[config.mk]
export PLATFORM = sky130hd
export DESIGN_NAME = command_line_tokenizer_flat
export DESIGN_NICKNAME = d
export VERILOG_FILES = /design/src/clt_pkg.sv /design/src/clt_in_if.sv /design/src/clt_out_if.sv /design/src/command_line_tokenizer.sv /design/src/clt_front.sv /design/src/clt_queue.sv /design/src/clt_back.sv /design/src/flat_wrapper.sv
export SDC_FILE = /design/constraint.sdc
export NUM_CORES = 1
export LEC_CHECK = 0
export ABC_AREA = 1
export BUFFER_PORTS_ARGS = -buffer_cell sky130_fd_sc_hd__buf_2
export CORE_UTILIZATION = 42
export CTS_CLUSTER_SIZE = 28
export DETAILED_ROUTE_END_ITERATION = 8
export GPL_TIMING_DRIVEN = 0
export PLACE_DENSITY = 0.68
export SYNTH_ARGS = -nofsm -noshare
export SYNTH_HDL_FRONTEND = slang
export SYNTH_SLANG_ARGS = --single-unit
export TNS_END_PERCENT = 5
[constraint.sdc]
create_clock -name clk -period 2.6 [get_ports clk]
set_clock_uncertainty 0.05 [all_clocks]
set_input_delay 0.26 -clock clk [delete_from_list [all_inputs] [get_ports clk]]
set_output_delay 0.26 -clock clk [all_outputs]
set_load 0.02 [all_outputs]
[src/clt_pkg.sv]
package clt_pkg;

	localparam int MAX_ARGS = 255;
	localparam int CountLimit = (MAX_ARGS > 255) ? 255 : MAX_ARGS;
	localparam logic [7:0] COUNT_LIMIT = 8'(CountLimit);

	localparam logic [7:0] CH_SPACE  = 8'h20;
	localparam logic [7:0] CH_BSLASH = 8'h5C;
	localparam logic [7:0] CH_SQUOTE = 8'h27;
	localparam logic [7:0] CH_DQUOTE = 8'h22;

	typedef enum logic [2:0] {
		MODE_NORMAL,
		MODE_ESC,
		MODE_QUOTE,
		MODE_QESC,
		MODE_ERROR
	} scan_mode_t;

	typedef enum logic [1:0] {
		ERR_NONE,
		ERR_END,
		ERR_ESC,
		ERR_QUOTE
	} err_code_t;

	typedef struct packed {
		logic [7:0] out_char;
		logic       char_valid;
		logic       token_end;
		logic       line_done;
		err_code_t  error_code;
		logic [7:0] arg_count;
		logic       last_result;
	} tok_res_t;

	// pre_bs: a kept backslash goes out ahead of res
	typedef struct packed {
		logic     pre_bs;
		tok_res_t res;
	} tok_rec_t;

	function automatic logic is_escapable(input logic [7:0] ch);
		return (ch == CH_SPACE) || (ch == CH_BSLASH) || (ch == CH_SQUOTE) || (ch == CH_DQUOTE);
	endfunction

endpackage

[src/clt_in_if.sv]
interface clt_in_if;
	logic       valid;
	logic       ready;
	logic [7:0] in_char;
	logic       end_of_line;

	modport source (output valid, output in_char, output end_of_line, input ready);
	modport sink (input valid, input in_char, input end_of_line, output ready);
endinterface

[src/clt_out_if.sv]
interface clt_out_if;
	logic       valid;
	logic       ready;
	logic [7:0] out_char;
	logic       char_valid;
	logic       token_end;
	logic       line_done;
	logic [1:0] error_code;
	logic [7:0] arg_count;
	logic       last_result;

	modport source (output valid, output out_char, output char_valid, output token_end,
		output line_done, output error_code, output arg_count, output last_result,
		input ready);
	modport sink (input valid, input out_char, input char_valid, input token_end,
		input line_done, input error_code, input arg_count, input last_result,
		output ready);
endinterface

[src/command_line_tokenizer.sv]
// Splits a command line, one byte per word on line_bytes, into arguments on tokens.
// One byte is taken every cycle while the queue is not full. Quotes and a held backslash
// give no word; a space gives a token end; end_of_line gives the line_done word and clears
// the count for the next line. A backslash held inside quotes and followed by a byte other
// than the closing quote or another backslash (or by end of line) gives two words, a
// backslash and then the word for that byte; the two-entry queue between the scanner and
// the output stage absorbs the extra word, and input stalls only while that queue is full.
// A word is registered in the queue when its byte is accepted, and then in the output
// register, before it is valid on tokens.
module command_line_tokenizer import clt_pkg::*; (
	input  logic      clk,
	input  logic      arst_n,
	clt_in_if.sink    line_bytes,
	clt_out_if.source tokens
);

	logic     push;
	tok_rec_t push_rec;
	logic     q_full;
	logic     head_valid;
	tok_rec_t head_rec;
	logic     pop;

	clt_front u_front (
		.clk        (clk),
		.arst_n     (arst_n),
		.line_bytes (line_bytes),
		.q_full     (q_full),
		.push       (push),
		.rec        (push_rec)
	);

	clt_queue u_queue (
		.clk        (clk),
		.arst_n     (arst_n),
		.push       (push),
		.push_rec   (push_rec),
		.full       (q_full),
		.head_valid (head_valid),
		.head_rec   (head_rec),
		.pop        (pop)
	);

	clt_back u_back (
		.clk        (clk),
		.arst_n     (arst_n),
		.head_valid (head_valid),
		.head_rec   (head_rec),
		.pop        (pop),
		.tokens     (tokens)
	);

endmodule

[src/clt_front.sv]
module clt_front import clt_pkg::*; (
	input  logic           clk,
	input  logic           arst_n,
	clt_in_if.sink         line_bytes,
	input  logic           q_full,
	output logic           push,
	output tok_rec_t       rec
);

	scan_mode_t mode_q, mode_d;
	logic       quote_dbl_q, quote_dbl_d;
	logic [7:0] args_q, args_d;
	err_code_t  held_err_q, held_err_d;

	logic       accept;
	logic       eol;
	logic [7:0] ch;
	logic [7:0] quote_ch;
	logic [7:0] args_inc;

	assign line_bytes.ready = !q_full;
	assign accept   = line_bytes.valid && line_bytes.ready;
	assign eol      = line_bytes.end_of_line;
	assign ch       = line_bytes.in_char;
	assign quote_ch = quote_dbl_q ? CH_DQUOTE : CH_SQUOTE;
	assign args_inc = (args_q < COUNT_LIMIT) ? args_q + 8'd1 : args_q;

	// next state
	always_comb begin
		mode_d      = mode_q;
		quote_dbl_d = quote_dbl_q;
		args_d      = args_q;
		held_err_d  = held_err_q;
		if (accept) begin
			if (eol) begin
				mode_d      = MODE_NORMAL;
				quote_dbl_d = 1'b0;
				args_d      = '0;
				held_err_d  = ERR_NONE;
			end else begin
				case (mode_q)
					MODE_NORMAL: begin
						if (ch == CH_BSLASH) begin
							mode_d = MODE_ESC;
						end else if (ch == CH_SQUOTE || ch == CH_DQUOTE) begin
							quote_dbl_d = (ch == CH_DQUOTE);
							mode_d      = MODE_QUOTE;
						end else if (ch == CH_SPACE) begin
							args_d = args_inc;
						end
					end
					MODE_ESC: begin
						if (is_escapable(ch)) begin
							mode_d = MODE_NORMAL;
						end else begin
							held_err_d = ERR_ESC;
							mode_d     = MODE_ERROR;
						end
					end
					MODE_QUOTE: begin
						if (ch == quote_ch) begin
							mode_d = MODE_NORMAL;
						end else if (ch == CH_BSLASH) begin
							mode_d = MODE_QESC;
						end
					end
					MODE_QESC: begin
						// a second backslash stays held
						if (ch != CH_BSLASH) begin
							mode_d = MODE_QUOTE;
						end
					end
					default: begin
					end
				endcase
			end
		end
	end

	// result word for this byte
	always_comb begin
		push = 1'b0;
		rec  = '0;
		rec.res.arg_count   = args_q;
		rec.res.last_result = 1'b1;
		case (mode_q)
			MODE_NORMAL: begin
				if (eol) begin
					push = 1'b1;
					rec.res.token_end = 1'b1;
					rec.res.line_done = 1'b1;
					rec.res.arg_count = args_inc;
				end else if (ch == CH_SPACE) begin
					push = 1'b1;
					rec.res.token_end = 1'b1;
					rec.res.arg_count = args_inc;
				end else if (ch != CH_BSLASH && ch != CH_SQUOTE && ch != CH_DQUOTE) begin
					push = 1'b1;
					rec.res.out_char   = ch;
					rec.res.char_valid = 1'b1;
				end
			end
			MODE_ESC: begin
				push = 1'b1;
				if (eol) begin
					rec.res.line_done  = 1'b1;
					rec.res.error_code = ERR_END;
				end else if (is_escapable(ch)) begin
					rec.res.out_char   = ch;
					rec.res.char_valid = 1'b1;
				end else begin
					rec.res.error_code = ERR_ESC;
				end
			end
			MODE_QUOTE: begin
				if (eol) begin
					push = 1'b1;
					rec.res.line_done  = 1'b1;
					rec.res.error_code = ERR_QUOTE;
				end else if (ch != quote_ch && ch != CH_BSLASH) begin
					push = 1'b1;
					rec.res.out_char   = ch;
					rec.res.char_valid = 1'b1;
				end
			end
			MODE_QESC: begin
				push = 1'b1;
				if (eol) begin
					rec.pre_bs = 1'b1;
					rec.res.line_done  = 1'b1;
					rec.res.error_code = ERR_QUOTE;
				end else begin
					rec.pre_bs = (ch != quote_ch) && (ch != CH_BSLASH);
					rec.res.out_char   = ch;
					rec.res.char_valid = 1'b1;
				end
			end
			default: begin
				if (eol) begin
					push = 1'b1;
					rec.res.line_done  = 1'b1;
					rec.res.error_code = held_err_q;
				end
			end
		endcase
		push = push && accept;
	end

	always_ff @(posedge clk or negedge arst_n) begin
		if (!arst_n) begin
			mode_q      <= MODE_NORMAL;
			quote_dbl_q <= 1'b0;
			args_q      <= '0;
			held_err_q  <= ERR_NONE;
		end else begin
			mode_q      <= mode_d;
			quote_dbl_q <= quote_dbl_d;
			args_q      <= args_d;
			held_err_q  <= held_err_d;
		end
	end

endmodule

[src/clt_queue.sv]
module clt_queue import clt_pkg::*; (
	input  logic     clk,
	input  logic     arst_n,
	input  logic     push,
	input  tok_rec_t push_rec,
	output logic     full,
	output logic     head_valid,
	output tok_rec_t head_rec,
	input  logic     pop
);

	tok_rec_t   entry_q [2];
	logic       wr_ptr_q;
	logic       rd_ptr_q;
	logic [1:0] count_q;

	assign full       = (count_q == 2'd2);
	assign head_valid = (count_q != 2'd0);
	assign head_rec   = entry_q[rd_ptr_q];

	always_ff @(posedge clk) begin
		if (push) begin
			entry_q[wr_ptr_q] <= push_rec;
		end
	end

	always_ff @(posedge clk or negedge arst_n) begin
		if (!arst_n) begin
			wr_ptr_q <= 1'b0;
			rd_ptr_q <= 1'b0;
			count_q  <= '0;
		end else begin
			if (push) begin
				wr_ptr_q <= !wr_ptr_q;
			end
			if (pop) begin
				rd_ptr_q <= !rd_ptr_q;
			end
			case ({push, pop})
				2'b10:   count_q <= count_q + 2'd1;
				2'b01:   count_q <= count_q - 2'd1;
				default: count_q <= count_q;
			endcase
		end
	end

endmodule

[src/clt_back.sv]
module clt_back import clt_pkg::*; (
	input  logic     clk,
	input  logic     arst_n,
	input  logic     head_valid,
	input  tok_rec_t head_rec,
	output logic     pop,
	clt_out_if.source tokens
);

	tok_res_t out_q;
	logic     out_valid_q;
	logic     pre_done_q;
	logic     load;
	logic     send_pre;
	tok_res_t bs_res;

	assign load     = head_valid && (!out_valid_q || tokens.ready);
	assign send_pre = head_rec.pre_bs && !pre_done_q;
	assign pop      = load && !send_pre;

	always_comb begin
		bs_res             = '0;
		bs_res.out_char    = CH_BSLASH;
		bs_res.char_valid  = 1'b1;
		bs_res.arg_count   = head_rec.res.arg_count;
		bs_res.last_result = 1'b0;
	end

	always_ff @(posedge clk) begin
		if (load) begin
			out_q <= send_pre ? bs_res : head_rec.res;
		end
	end

	always_ff @(posedge clk or negedge arst_n) begin
		if (!arst_n) begin
			out_valid_q <= 1'b0;
			pre_done_q  <= 1'b0;
		end else begin
			if (load) begin
				out_valid_q <= 1'b1;
				pre_done_q  <= send_pre;
			end else if (tokens.ready) begin
				out_valid_q <= 1'b0;
			end
		end
	end

	assign tokens.valid       = out_valid_q;
	assign tokens.out_char    = out_q.out_char;
	assign tokens.char_valid  = out_q.char_valid;
	assign tokens.token_end   = out_q.token_end;
	assign tokens.line_done   = out_q.line_done;
	assign tokens.error_code  = out_q.error_code;
	assign tokens.arg_count   = out_q.arg_count;
	assign tokens.last_result = out_q.last_result;

endmodule

[src/flat_wrapper.sv]
// flat-port wrapper written by rule: the top's interface ports become plain ports
module command_line_tokenizer_flat import clt_pkg::*;
  (clk, arst_n, line_bytes_valid, line_bytes_in_char, line_bytes_end_of_line, line_bytes_ready, tokens_valid, tokens_out_char, tokens_char_valid, tokens_token_end, tokens_line_done, tokens_error_code, tokens_arg_count, tokens_last_result, tokens_ready);
  clt_in_if line_bytes_i ();
  clt_out_if tokens_i ();
  input  logic clk;
  input  logic arst_n;
  input wire logic [$bits(line_bytes_i.valid)-1:0] line_bytes_valid;
  input wire logic [$bits(line_bytes_i.in_char)-1:0] line_bytes_in_char;
  input wire logic [$bits(line_bytes_i.end_of_line)-1:0] line_bytes_end_of_line;
  output wire logic [$bits(line_bytes_i.ready)-1:0] line_bytes_ready;
  output wire logic [$bits(tokens_i.valid)-1:0] tokens_valid;
  output wire logic [$bits(tokens_i.out_char)-1:0] tokens_out_char;
  output wire logic [$bits(tokens_i.char_valid)-1:0] tokens_char_valid;
  output wire logic [$bits(tokens_i.token_end)-1:0] tokens_token_end;
  output wire logic [$bits(tokens_i.line_done)-1:0] tokens_line_done;
  output wire logic [$bits(tokens_i.error_code)-1:0] tokens_error_code;
  output wire logic [$bits(tokens_i.arg_count)-1:0] tokens_arg_count;
  output wire logic [$bits(tokens_i.last_result)-1:0] tokens_last_result;
  input wire logic [$bits(tokens_i.ready)-1:0] tokens_ready;
  assign line_bytes_i.valid = line_bytes_valid;
  assign line_bytes_i.in_char = line_bytes_in_char;
  assign line_bytes_i.end_of_line = line_bytes_end_of_line;
  assign line_bytes_ready = line_bytes_i.ready;
  assign tokens_valid = tokens_i.valid;
  assign tokens_out_char = tokens_i.out_char;
  assign tokens_char_valid = tokens_i.char_valid;
  assign tokens_token_end = tokens_i.token_end;
  assign tokens_line_done = tokens_i.line_done;
  assign tokens_error_code = tokens_i.error_code;
  assign tokens_arg_count = tokens_i.arg_count;
  assign tokens_last_result = tokens_i.last_result;
  assign tokens_i.ready = tokens_ready;
  command_line_tokenizer u_core (.clk(clk), .arst_n(arst_n), .line_bytes(line_bytes_i), .tokens(tokens_i));
endmodule
; After elaboration in Yosys (flattened, before gate mapping)
; Memories as Yosys holds them, arrays and structs flattened.
; Index checks and enable logic that the tools add are counted.
; W data, S select, Z words.
[classes]
n_addsub = 3
order_cmp = 1
n_eq_ne = 21
mux = 56
reduce_logical = 34
[op_table]
columns = operator, count
row1 = $mux W9, 8
row2 = $mux W8, 8
row3 = $pmux W9 S4, 1
row4 = $mux W3, 10
row5 = $eq A8 B6 Y1 const B, 3
row6 = $mux W1, 19
row7 = $ne A8 B6 Y1 const B, 2
row8 = $pmux W3 S4, 1
row9 = $reduce_bool A2 Y1, 6
row10 = $mux W2, 5
row11 = $add A8 B1 Y8 const B, 1
row12 = $eq A8 B6 Y1, 1
row13 = $eq A8 B7 Y1 const B, 1
row14 = $logic_and A1 B1 Y1, 8
row15 = $lt A8 B8 Y1 const B, 1
row16 = $ne A4 B4 Y1 const B, 2
row17 = $ne A8 B6 Y1, 1
row18 = $ne A8 B7 Y1 const B, 1
row19 = $reduce_and A4 Y1, 2
row20 = $eq A3 B2 Y1 const B, 2
row21 = $logic_not A1 Y1, 6
row22 = $ne A2 B2 Y1 const B, 3
row23 = $pmux W2 S3, 1
row24 = $reduce_or A2 Y1, 3
row25 = other kinds (14), 19
[word_totals]
register_bits = 42
ramBits = 44
inputBits = 13
output_inout_bits = 24
elab_cells = 132
mem_count = 1
[memory_table]
columns = name, depth, width, rd, rd_clocked_by_memory_dff, write_ports, line
row1 = u_core.u_queue.entry_q, 2, 22, 1, 0, 1, clt_queue.sv:12  ; tok_rec_t entry_q [2];

; Longest topological paths before layout
[logic_depth]
depth_word = 10
mapped_depth = 14
ltp_nobuf = 14

; Modules after synthesis
; From an unflattened synthesis, not the netlist that was laid out.
[unflattened]
cells_unflattened = 452
area_unflattened_um2 = 4351.7
[modules_own_cells]
columns = module, n_inst, cells_per_inst, area_per_inst_um2, seq_area_each_um2
row1 = clt_queue, 1, 144, 1959.4, 1481.4
row2 = clt_front, 1, 249, 1514.0, 325.3
row3 = clt_back, 1, 59, 878.3, 710.7

; Worst setup path before layout
; OpenSTA, ideal clock, no wires.
[synth_timing]
path_kind = register to register
startpoint = register u_core.u_back.out_valid_q (netlist: u_core.u_back.tokens.valid)
endpoint = register u_core.u_queue.count_q[1]
setup_time_ns = 0.131
arrival_time_ns = 2.725
required_ns = 2.419
slack_ns = -0.306
path_stages_with_launch = 10
n_path_buf = 0
period_less_slack_ns = 2.906
path_cell_list = dfrtp_1 > inv_1 > nor2_1 > a21oi_1 > inv_1 > nor2_1 > ha_1 > a21oi_1 > o21ai_0 > xor2_1
[synth_via]
elab_chain_cells = 6
word_cells_on_any_way = 8
cone_classes = eq/ne (2) / mux (1) / reduce/logical (5)
[synth_lines]
columns = item, line
row1 = start: declaration, clt_back.sv:11  ; logic out_valid_q;
row2 = start signal: assignment, clt_back.sv:37  ; out_valid_q <= 1'b0;
row3 = start signal: assignment, clt_back.sv:41  ; out_valid_q <= 1'b1;
row4 = start signal: assignment, clt_back.sv:44  ; out_valid_q <= 1'b0;
row5 = $logic_not A1 Y1 *, clt_back.sv:17  ; assign load = head_valid && (!out_valid_q || tokens.ready);
row6 = $logic_or A1 B1 Y1 *, clt_back.sv:17
row7 = $logic_and A1 B1 Y1 *, clt_back.sv:17
row8 = via u_core.u_back.load, clt_back.sv:13  ; logic load;
row9 = $logic_and A1 B1 Y1 *, clt_back.sv:19  ; assign pop = load && !send_pre;
row10 = via u_core.pop, command_line_tokenizer.sv:22  ; logic pop;
row11 = $eq A2 B1 Y1 / $eq A2 B2 Y1 (equally long branches), clt_queue.sv:39  ; case ({push, pop})
row12 = $pmux W2 S2 / $reduce_bool A2 Y1 (equally long branches), n/a
row13 = end signal: assignment, clt_queue.sv:40  ; 2'b10: count_q <= count_q + 2'd1;
row14 = end signal: assignment, clt_queue.sv:41  ; 2'b01: count_q <= count_q - 2'd1;
row15 = end signal: assignment, clt_queue.sv:42  ; default: count_q <= count_q;
row16 = end: declaration, clt_queue.sv:15  ; logic [1:0] count_q;
; The timed path passes the listed nets; every way through them passes the cells marked *.
; A chain may end at the register's enable or synchronous reset.

; Worst setup path in the final report
[layout_timing]
startpoint = register u_core.u_front.mode_q[2]
endpoint = memory u_core.u_queue.entry_q[1][19] (netlist name), enable pin
[layout_via]
elab_chain_cells = 6
word_cells_on_any_way = 9
cone_classes = eq/ne (3) / mux (3) / reduce/logical (3)
[layout_lines]
columns = item, line
row1 = start: declaration, clt_front.sv:10  ; scan_mode_t mode_q, mode_d;
row2 = start signal: assignment, clt_front.sv:156  ; mode_q <= mode_d;
row3 = $eq A3 B2 Y1 / $eq A3 B1 Y1 (equally long branches), clt_front.sv:86  ; case (mode_q)
row4 = $reduce_or A2 Y1 (no line), n/a
row5 = $pmux W1 S3 *, clt_front.sv:86
row6 = $logic_and A1 B1 Y1 *, clt_front.sv:146  ; push = push && accept;
row7 = $mux W1 *, clt_queue.sv:22  ; if (push) begin
row8 = $mux W1 (implied by the code) *, clt_queue.sv:23  ; entry_q[wr_ptr_q] <= push_rec;
row9 = end: declaration, clt_queue.sv:12
; Mark *: on every way between the ends. The rest lies on a longest branch, timed or not.

==> out/qor.yml <==
clock_network:
  cts_tree: "built"
  cts_sinks: 85
  cts_setup_buffers: 0
  htree_num_levels: 3
  cts_buffers: 9
  clk_latency_ns: 0.35
  cts_buffer_depth: 2
  root_buffer: "clkbuf_8"
  path_clk_slew_ns: 0.09
critical_path:
  critPathCaptureType: "register"
  cp_max_fo: 15
  critPathKind: "register to register"
  required_ns: 2.61
  worst_setup_path_start_kind: "register"
  cp.arrival_ns: 2.28
synthesis:
  seq_area_frac_synth: 0.651
  syn_area_per_cell_um2: 10.0
  synthCells: 376
  syn_area_mm2: 0.00377
  syn_nets: 391
  synth_cell_types: 29
  ys_ff_latch: 85
  yosysWarningCount: 0
floorplanning:
  ios: 37
  start_util: 0.433
  die_y_um: 96.8
  die_w_um: 96.8
  core_area_mm2: 0.00872
  die_area_mm2: 0.00937
  row_count: 34
sta:
  hold-worst-slack_ns: 0.0605
  setup_viol: 0
  finalMaxSlewViolations: 0
  fmax_ghz: 0.440
  fin_crit_sh: 0.874
  max_slew_margin: 0.467
  worstMarginPinSlew_ns: 0.799
  hold_viol_final: 0
  rsz0062_at_grt: "false"
  fin_crit_ns: 2.27
placed_design:
  place_area_mm2: 0.00411
  hpwl_um: 5060
  gp_congestion: 0.804
  numPortBuffers: 36
detailed_routing:
  wirelength_met1_um: 3330
  totalWireLength_um: 7370
  drtIter0Drc: 160
  ant_nets: 0
  drc: 0
  vias: 2641
  top_layer_used: "met4"
  dr.pass1.iters: 4
  met2_length_um: 3650
  met3_wirelength_um: 276
  wl_per_cell_um: 13.7
  routed_via_density: 4.90
cells_and_area:
  fill_cells: 778
  drive_above_1_share: 0.158
  syn_to_final_growth_pct: 14.5
  fin_area_mm2: 0.00432
  final_util: 0.496
  register_area_mm2: 0.00246
  multi_input_area_mm2: 0.00113
  finalNetCount: 441
  diodes: 0
status:
  status: "completed"
global_routing:
  grt_pass1_vias: 2601
  grt_pass1_wl_um: 12000
  grt.overflow.total: 0
  antenna_found_initial: 0
  grt.total_usage: 0.160
  grt_max_degree: 25
power:
  peakVddDrop_mv: 0.469
  p_per_area_mw_per_mm2: 1150
  p_leak_nw: 1.90
  report.power.total_mw: 4.99
flow_run:
  max-cap-violations: 0
hold_path:
  hold_class: "primary input to register"
## Yosys cell counts
library cell / number / area share
a22oi_1: 1 / 0.0020
dfrtp_1: 19 / 0.13
buf_2: 2 / 0.0027
edfxtp_1: 66 / 0.53
nand2_2: 1 / 0.0017
nor3_1: 5 / 0.0066
xor2_1: 6 / 0.014
mux2i_1: 1 / 0.0027
nand2_1: 115 / 0.11
inv_2: 1 / 0.00099
o22ai_1: 3 / 0.0050
nand2_4: 1 / 0.0030
ha_1: 2 / 0.0066
nand3_1: 20 / 0.027
xnor2_1: 1 / 0.0023
o221ai_1: 1 / 0.0023
inv_1: 45 / 0.045
a21oi_1: 16 / 0.021
nand3_2: 2 / 0.0053
buf_6: 1 / 0.0030
a21boi_1: 1 / 0.0020
o21ai_0: 27 / 0.036
a21oi_2: 1 / 0.0023
nand4_1: 4 / 0.0066
nor2_2: 1 / 0.0017
nor2_4: 1 / 0.0030
clkbuf_1: 5 / 0.0050
nor2_1: 26 / 0.026
or2_1: 1 / 0.0017
## flip-flops by register name (all words and copies together) (netlist names), 2 cells and up
name / cells
u_core.u_queue.entry_q: 44
u_core.u_back.tokens.arg_count: 8
u_core.u_front.args_q: 8
u_core.u_back.tokens.error_code: 2
u_core.u_front.mode_q: 3
u_core.u_back.tokens.out_char: 8
u_core.u_queue.count_q: 2
## critical path, cell delays in order, from the launching register on
cell and delay, ns:
dfrtp_1 0.45, nor2_1 0.17, inv_1 0.11, nor2_1 0.22
nand3_1 0.11, nand3_1 0.11, nand2_1 0.10, nor2_2 0.43
buf_8 0.24
## path summary, 6_finish.rpt
kind / startpoint / endpoint / slack, ns / cells past startpoint
max in group asynchronous: arst_n / u_core.u_front.args_q[6]$_DFFE_PN0P_ / 1.82 / 2
hold / removal: tokens_ready / u_core.u_back.tokens.valid$_DFFE_PN0P_ / 0.06 / 2
min in group asynchronous: arst_n / u_core.u_queue.count_q[1]$_DFFE_PN0P_ / 0.34 / 2
setup / recovery: u_core.u_front.mode_q[2]$_DFFE_PN0P_ / u_core.u_queue.entry_q[1][19]$_DFFE_PP_ / 0.33 / 8
setup reg to reg: u_core.u_front.mode_q[2]$_DFFE_PN0P_ / u_core.u_queue.entry_q[1][19]$_DFFE_PP_ / 0.33 / 8
hold reg to reg: u_core.u_queue.wr_ptr_q$_DFFE_PN0P_ / u_core.u_queue.wr_ptr_q$_DFFE_PN0P_ / 0.44 / 2
## power by group
part,internal [mW],switching (mW)
logic,0.528,1.31
clock network,0.360,0.498
registers,2.15,0.144
## placed cells by master, fill, tap and decap left out, types with 2 or more instances in the layout
cell,Yosys,final
nand2_1,115,115
edfxtp_1,66,66
inv_1,45,44
buf_2,2,38
o21ai_0,27,27
nor2_1,26,25
nand3_1,20,20
dfrtp_1,19,19
a21oi_1,16,15
clkbuf_8,0,9
xor2_1,6,6
nor3_1,5,5
clkbuf_1,5,5
nand4_1,4,4
clkinvlp_4,0,3
o22ai_1,3,3
nor2_2,1,2
nand3_2,2,2
a21oi_2,1,2
ha_1,2,2
inv_6,0,2
## cells by family after synthesis
| family | count (synthesis) | synth area share |
|---|---|---|
| xor gates and xnor gates | 7 | 0.0162 |
| muxes | 1 | 0.00265 |
| buffers and inverters | 54 | 0.0564 |
| AOI/OAI and AO/OA | 50 | 0.0706 |
| adders and majority gates | 2 | 0.00663 |
| DFF | 85 | 0.651 |
| and+or+nand+nor | 177 | 0.196 |
## through the flow
stage | std cells | setup TNS (ns) | setup WS, ns
2_1_floorplan | 376 | 0 | 0.148
3_3_place_gp | 520 | -13.15 | -0.596
3_5_place_dp | 521 | -0.124 | -0.124
4_1_cts | 538 | 0 | 0.173
5_1_grt | 539 | 0 | 0.0908
6_report | 539 | 0 | 0.329
## what timing repair did
| item | 4_1_cts | 5_1_grt |
|---|---|---|
| endpoints found under the setup margin | 1 | 13 |
| resized for setup | 1 | 1 |
| gates cloned | 0 | 1 |
| pin swaps | 0 | 1 |
| hold buffers | 1 | 0 |
| hold endpoints to repair | 19 | 0 |
## cell type report
type                            count  area share
Sequential cell                    85       0.569
Inverter                           46      0.0408
Buffer                              8     0.00926
Timing Repair Buffer               38      0.0475
Clock inverter                      7      0.0133
Multi-Input combinational cell    238       0.261
Clock buffer                        9      0.0287
Tap cell                          108      0.0313
## metal layers
metal,track usage,vias to the layer above
li1,-,1349
met2,0.275,57
met3,0.0202,9
met5,0,-
met1,0.203,1226
met4,0.0723,0
Power figures use the tool's default switching activity.
